<file path="config.mk">
export PLATFORM = sky130hd
export DESIGN_NAME = fvs_ctrl
export DESIGN_NICKNAME = d
export VERILOG_FILES = /design/src/rtl/fvs_pkg.sv /design/src/rtl/fvs_ctrl.sv
export SDC_FILE = /design/constraint.sdc
export NUM_CORES = 1
export LEC_CHECK = 0
export BUFFER_PORTS_ARGS = -buffer_cell sky130_fd_sc_hd__buf_2
export CAP_MARGIN = 20
export CORE_AREA = 2 2 39 41
export CTS_CLUSTER_DIAMETER = 100
export DETAILED_ROUTE_END_ITERATION = 6
export DIE_AREA = 0 0 41 43
export SYNTH_ARGS = -nofsm -noshare
export SYNTH_HDL_FRONTEND = slang
export SYNTH_SLANG_ARGS = --single-unit
</file>
<file path="constraint.sdc">
create_clock -name clk -period 1.77 [get_ports clk]
set_clock_uncertainty 0.15 [all_clocks]
set_input_delay 0.354 -clock clk [delete_from_list [all_inputs] [get_ports clk]]
set_output_delay 0.354 -clock clk [all_outputs]
set_load 0.05 [all_outputs]
</file>
<file path="src/rtl/fvs_pkg.sv">
// Shared types and constants for the frame variance voice segmenter.
// No dependencies.
package fvs_pkg;
	localparam int RING_W = 14;
	localparam int SAMPLE_W = 16;
	localparam int CFG_W = 41;

	localparam logic [1:0] REG_FRAME_LEN = 2'd0;
	localparam logic [1:0] REG_VAR_LIMIT = 2'd1;
	localparam logic [1:0] REG_MIN_SPAN = 2'd2;
	localparam logic [1:0] REG_HANGOVER = 2'd3;

	typedef struct packed {
		logic accept;     // sample beat taken
		logic div_start;  // frame closes on this beat
		logic div_step;
		logic rd_en;      // variance pass read
		logic finish;     // segment update, result load
	} fvs_cmd_t;

	typedef struct packed {
		logic frame_end;
		logic div_done;
		logic rd_done;
		logic pipe_empty;
		logic out_free;
	} fvs_stat_t;
endpackage

</file>
<file path="src/rtl/fvs_ctrl.sv">
// Sequencer: collect, divide, variance pass, drain, finish.
// Depends on fvs_pkg.
module fvs_ctrl (
	input  logic              clk,
	input  logic              arst_n,
	input  logic              sample_valid,
	output logic              sample_stall,
	input  fvs_pkg::fvs_stat_t stat,
	output fvs_pkg::fvs_cmd_t  cmd
);
	import fvs_pkg::*;

	typedef enum logic [4:0] {
		ST_COLLECT = 5'b00001,
		ST_DIVIDE  = 5'b00010,
		ST_PASS    = 5'b00100,
		ST_DRAIN   = 5'b01000,
		ST_FINISH  = 5'b10000
	} state_t;

	state_t state_q, state_d;

	always_comb begin
		state_d = state_q;
		cmd = '0;
		sample_stall = 1'b1;
		unique case (state_q)
			ST_COLLECT: begin
				sample_stall = 1'b0;
				cmd.accept = sample_valid;
				cmd.div_start = sample_valid & stat.frame_end;
				if (sample_valid && stat.frame_end) begin
					state_d = ST_DIVIDE;
				end
			end
			ST_DIVIDE: begin
				cmd.div_step = 1'b1;
				if (stat.div_done) begin
					state_d = ST_PASS;
				end
			end
			ST_PASS: begin
				cmd.rd_en = 1'b1;
				if (stat.rd_done) begin
					state_d = ST_DRAIN;
				end
			end
			ST_DRAIN: begin
				if (stat.pipe_empty) begin
					state_d = ST_FINISH;
				end
			end
			ST_FINISH: begin
				if (stat.out_free) begin
					cmd.finish = 1'b1;
					state_d = ST_COLLECT;
				end
			end
			default: state_d = ST_COLLECT;
		endcase
	end

	always_ff @(posedge clk or negedge arst_n) begin
		if (!arst_n) begin
			state_q <= ST_COLLECT;
		end else begin
			state_q <= state_d;
		end
	end
endmodule

</file>
==> metrics, run 1 <==
status=finished with violations; failing checks=setup timing; Total Wirelength=1080 um; largest net degree at the start of global routing=10; Largest Register=state_q; number of flip-flops under the largest register name=5; first-pass GRT wire length=1640 um; Via density=4.77; Metal-1 WL=446 um; critical path type=flip-flop to output port; worst path cell trace=or3_1, nor3b_2, buf_4, and2_2, buf_8; Synth Cell Area=roughly 350 sq um; Bufs and invs on worst path=2; Filler cells=139; Final min period=between 2000 and 2500 ps; clk slew on worst S/H paths=approximately 40 ps; Hold WC Path Type=input port to flip-flop; DPL Wire Length=688 um; Comb pwr share=0.675; Crit path required time=between 1000 and 1500 ps; clock share of power=0.143; power per cell area=1320 mW/mm^2; layout cells sized above 1=0.676; Setup crit end kind=output port; Max Root-Sink Buffers=2; Hold Violations, Final=0; top layer in use=met3; routed length on met2=546 um; Rel. slew slack=0.831; drt drc=0; die footprint=0.00176 sq mm; Sink Count=5; TritonCTS Buffers=3; site row count=14; Syn-to-layout area delta=99.3%; vias in the first global route=425; clock root buffer=clkbuf_4; Overall Global Routing Usage=0.143; Routed Antenna Nets=0; multi-input combinational cell area=220 sq um; RSZ-0062 raised after global routing=yes; Avg Inst Size Synth=9.63 sq um; register area=128 sq um; Switching Fraction=0.378; final worst slack=-380 ps; fmax=around 470 MHz; VDD IR-drop max=799 uV; Synth warnings=0; WHS=around 190 ps; CTS H-Tree Depth=1; placed cell count=70; ant diodes=0; top cell family by delay on the critical path=simple AND/OR/NAND/NOR gates; gr ovfl total=0; Sequential Power Share=0.182; Max Cap Viol=0; initial antenna violation count=0; CTS tree=yes; io pins=14; worst slew pin tran=252 ps; first drt pass iteration count=4; Chip Height=43 um; Tcrit/Tclk final=1.21; startpoint type of the worst setup path=flip-flop; post-synthesis net count=44; Crit Path Max Fanout=2; post-synthesis sequential area ratio=0.365; initial drt markers=6; final setup fails=6; Port-buffer cells=13; Synth cell types=27; switching power=between 0.0003 and 0.0004 W; wire length per cell=12.4 um; slowest cell on the critical path=or3_1; Arr. time, crit path=1650 ps; routed wl met3=88 um; fin. max-slew vios=0; #FFs+latches synth=5; Lkg Pwr=0.343 nW; Core Box Area=0.00138 sq mm; post-synthesis cell count=36; Routability Congestion=0.705; Int Pwr=0.000568 W; Initial Util=0.250; Clock Latency Late Sink=between 200 and 250 ps; Critical Path Max Stage Delay=380 ps; Net count, final=80; post-route insts no fill=87; Die X=41 um; Largest regs=state_q (5); vias=about 420
[timing repair]
item,in CTS,in global routing
endpoints found under the hold margin,5,0
hold buffers,1,0
setup endpoints to repair,6,7
pin swaps,5,4
buffers inserted,9,5
gates resized for setup,20,4
[placed cells by master (no fill, tap or decap), types with 2 or more instances in the layout]
cell type and instances:
o21ai_0 2, buf_6 5, nor3b_1 3, buf_2 8
dfrtp_1 3, clkbuf_4 3, buf_8 3, buf_4 16
[cells in the mapped netlist]
master / number / area (sq um)
dfrtp_1: 4 / 100
nor3b_1: 3 / 22.5
inv_1: 2 / 7.51
nor2_1: 2 / 7.51
nor3_1: 2 / 10.0
o21ai_0: 2 / 10.0
a21oi_1: 1 / 5.00
a22o_1: 1 / 8.76
a32o_1: 1 / 10.0
and2_2: 1 / 7.51
and3b_2: 1 / 10.0
and4b_2: 1 / 11.3
buf_4: 1 / 7.51
buf_6: 1 / 11.3
dfstp_2: 1 / 26.3
inv_2: 1 / 3.75
nand2_1: 1 / 3.75
nand3b_1: 1 / 7.51
nor2b_1: 1 / 6.26
nor3b_2: 1 / 12.5
nor4_1: 1 / 6.26
nor4b_1: 1 / 8.76
o211ai_1: 1 / 7.51
o21a_1: 1 / 7.51
o22ai_2: 1 / 12.5
or3_1: 1 / 6.26
xor2_1: 1 / 8.76
[worst reg2reg max path: cells and delay by family, from the launching register on]
| family | cells | cell delay (ps) |
|---|---|---|
| AO/OA/AOI/OAI | 2 | 350 |
| buffers and inverters | 6 | 670 |
| flip-flops | 1 | 370 |
| AND/OR/NAND/NOR | 1 | 110 |
[power groups by stage]
stage / logic, W / clock network [W] / registers, W
3_5_place_dp: 0.000396 / 0 / 0.000160
2_1_floorplan: 0.000281 / 0 / 0.000169
6_report: 0.000616 / 0.000130 / 0.000167
3_3_place_gp: 0.000389 / 0 / 0.000159
4_1_cts: 0.000544 / 0.000133 / 0.000165
5_1_grt: 0.000652 / 0.000147 / 0.000168
[layer usage]
metal  GRT usage  vias up
li1            -      204
met1       0.157      192
met2       0.228       19
met3      0.0942        0
met4      0.0200        0
met5           0        -
[kinds of logic (layout without fill, tap and decap cells)]
| logic type | after synthesis | after routing | synth area share |
|---|---|---|---|
| DFF | 5 | 5 | 0.365 |
| AOI/OAI and AO/OA | 8 | 8 | 0.177 |
| buffers and inverters | 5 | 40 | 0.0866 |
| and+or+nand+nor | 17 | 17 | 0.347 |
| xor gates and xnor gates | 1 | 1 | 0.0253 |
[area by class of cell]
cell class / count / area share
clock buffers: 4 / 0.0380
inverters: 3 / 0.0362
repair buffers: 33 / 0.393
multi-input cells: 26 / 0.319
well taps: 16 / 0.0290
flip-flops and latches: 5 / 0.185
[final timing paths]
path / slack [ps] / cells after the start / start / end
min in group asynchronous: 300 / 2 / arst_n / state_q[3]
worst min register to register: 420 / 1 / state_q[1] / state_q[3]
worst min-delay path: 190 / 2 / stat[3] / state_q[1]
worst max register to register: 50 / 9 / state_q[2] / state_q[0]
max in group asynchronous: 950 / 2 / arst_n / state_q[0]
worst max-delay path: -380 / 5 / state_q[2] / cmd[4]
[stage by stage]
stage / setup WS, ps / total power (W) / instance area [sq um] / setup TNS, ps / util
after floorplan: -237 / 0.000450 / 368 / -288 / -
after global placement: -223 / 0.000548 / 487 / -587 / 0.352
after detailed placement: -255 / 0.000556 / 487 / -614 / 0.352
after CTS: -401 / 0.000842 / 658 / -2200 / 0.476
after global routing: -457 / 0.000967 / 691 / -2300 / 0.499
final: -380 / 0.000914 / 691 / -1820 / 0.499
(Power assumes the default switching activity.)
==> run 2, diff against run 1 <==
--- a/config.mk
+++ b/config.mk
@@ -7,10 +7,13 @@
 export LEC_CHECK = 0
 export BUFFER_PORTS_ARGS = -buffer_cell sky130_fd_sc_hd__buf_2
 export CAP_MARGIN = 20
+export CELL_PAD_IN_SITES_DETAIL_PLACEMENT = 1
+export CELL_PAD_IN_SITES_GLOBAL_PLACEMENT = 1
 export CORE_AREA = 2 2 39 41
 export CTS_CLUSTER_DIAMETER = 100
 export DETAILED_ROUTE_END_ITERATION = 6
 export DIE_AREA = 0 0 41 43
+export PLACE_DENSITY_LB_ADDON = 0.1
 export SYNTH_ARGS = -nofsm -noshare
 export SYNTH_HDL_FRONTEND = slang
 export SYNTH_SLANG_ARGS = --single-unit
==> run 2 against run 1 <==
Compared with the run above: the flow still finishes with violations (setup timing); critical endpoint is now cmd[3]; fmax fell by 0.86%; critical path depth did not move; hold slack got worse by 5.2 ps; non-clock buffer count fell by 4.
==> metrics, run 2 (synthesis gave the netlist of run 1 again) <==
origin of the critical flop-to-flop path=state_q[0]; switching power=approximately 0.00035 W; number of flip-flops under the largest register name=5; Via density=about 5.0; Hold WC Path Type=input port to flip-flop; Switching Fraction=0.388; Die X=slightly above 40 um; Tcrit/Tclk final=1.23; crit path launch=state_q[2]; failing checks=setup timing; io pins=14; wire length per cell=15.3 um; status=finished with violations; Rel. slew slack=0.819; Setup TNS=-1490 ps; drt drc=0; clk slew on worst S/H paths=40 ps; Net count, final=76; Initial Util=0.250; Largest regs=state_q (5); Crit Path Max Fanout=3; Clock Latency Late Sink=250 ps; Comb pwr share=0.666; WHS=186 ps; clock root buffer=clkbuf_4; Max Root-Sink Buffers=2; Largest Register=state_q; Filler cells=161; initial drt markers=1; largest net degree at the start of global routing=10; Setup crit end kind=output port; commonest non-fill, non-tap cell in the layout=buf_4; TritonCTS Buffers=3; Max Cap Viol=0; gr ovfl total=0; first-pass GRT wire length=2030 um; final setup fails=6; Chip Height=about 43 um; ant diodes=0; Final min period=around 2200 ps; VDD IR-drop max=just under 700 uV; HP Start=stat[3]; Sink Count=5; placed cell count=70; Sequential Power Share=0.184; clock share of power=0.150; Port-buffer cells=13; Int Pwr=0.000558 W; RSZ-0062 raised after global routing=yes; fmax=roughly 460 MHz; Crit path required time=1270 ps; worst slew pin tran=around 270 ps; power per cell area=around 1300 mW/mm^2; post-route insts no fill=between 80 and 90; commonest non-fill, non-tap cells in the layout=buf_4 (13), buf_2 (7), buf_6 (5); vias in the first global route=466; Total Wirelength=1270 um; first drt pass iteration count=4; vias=a little over 400; DPL Wire Length=781 um; Arr. time, crit path=approximately 1700 ps; Hold Violations, Final=0; fin util=0.495; startpoint type of the worst setup path=flip-flop; final worst slack=-398 ps; Routed Antenna Nets=0; Routability Congestion=0.681; critical path type=flip-flop to output port; fin. max-slew vios=0; Lkg Pwr=0.323 nW; Syn-to-layout area delta=97.8%; layout cells sized above 1=0.687; Core Box Area=0.00138 sq mm; CTS tree=yes; Overall Global Routing Usage=0.172; initial antenna violation count=0; CTS H-Tree Depth=1; site row count=14; die footprint=0.00176 sq mm
-- run 2: layout make-up --
class | count | area (sq um) | share of cell area
timing repair buffer | 29 | 244 | 0.356
multi-input combinational | 26 | 243 | 0.354
sequential | 5 | 128 | 0.186
clock buffer | 4 | 26.3 | 0.0383
inverter | 3 | 25.0 | 0.0365
tap | 16 | 20.0 | 0.0292
-- run 2: power groups by stage --
stage                     Clock, W  Combinational [W]  Sequential [W]
final                     0.000137           0.000606        0.000168
after global routing      0.000152           0.000643        0.000171
after CTS                 0.000138           0.000578        0.000168
after detailed placement         0           0.000403        0.000160
after global placement           0           0.000394        0.000159
after floorplan                  0           0.000281        0.000169
-- run 2: stage by stage --
stage                     setup slack [ps]  power, W  area [sq um]
after floorplan                       -237  0.000450           368
after global routing                  -465  0.000966           686
after CTS                             -395  0.000883           653
final                                 -398  0.000911           686
after global placement                -223  0.000553           487
after detailed placement              -248  0.000563           487
-- run 2: worst max-delay path, cell delays in order (launching register included) --
cell and delay [ps]:
dfrtp_1 390, or3_4 390, nor3b_2 190, bufinv_8 210, nor2_4 70, buf_6 160
-- run 2: worst paths after layout --
kind	to	slack, ps	depth (start not counted)
worst max-delay path	cmd[3]	-400	5
worst min-delay path	state_q[1]	190	2
worst max register to register	state_q[2]	50	7
worst min register to register	state_q[3]	420	1
max in group asynchronous	state_q[0]	960	2
min in group asynchronous	state_q[4]	290	2
-- run 2: what timing repair did --
action,CTS,global route
pin swaps,2,1
resized for setup,24,4
endpoints found under the hold margin,5,0
buffers inserted,6,2
setup endpoints to repair,6,6
hold buffers,1,0
-- run 2: metal layers --
layer / up-vias / routed length (um) / share of wire / GRT usage
li1: 194 / - / - / -
met1: 200 / 443 / 0.35 / 0.188
met2: 19 / 724 / 0.57 / 0.306
met3: 2 / 87 / 0.068 / 0.0628
met4: 0 / 19 / 0.015 / 0.0200
met5: - / 0 / 0 / 0
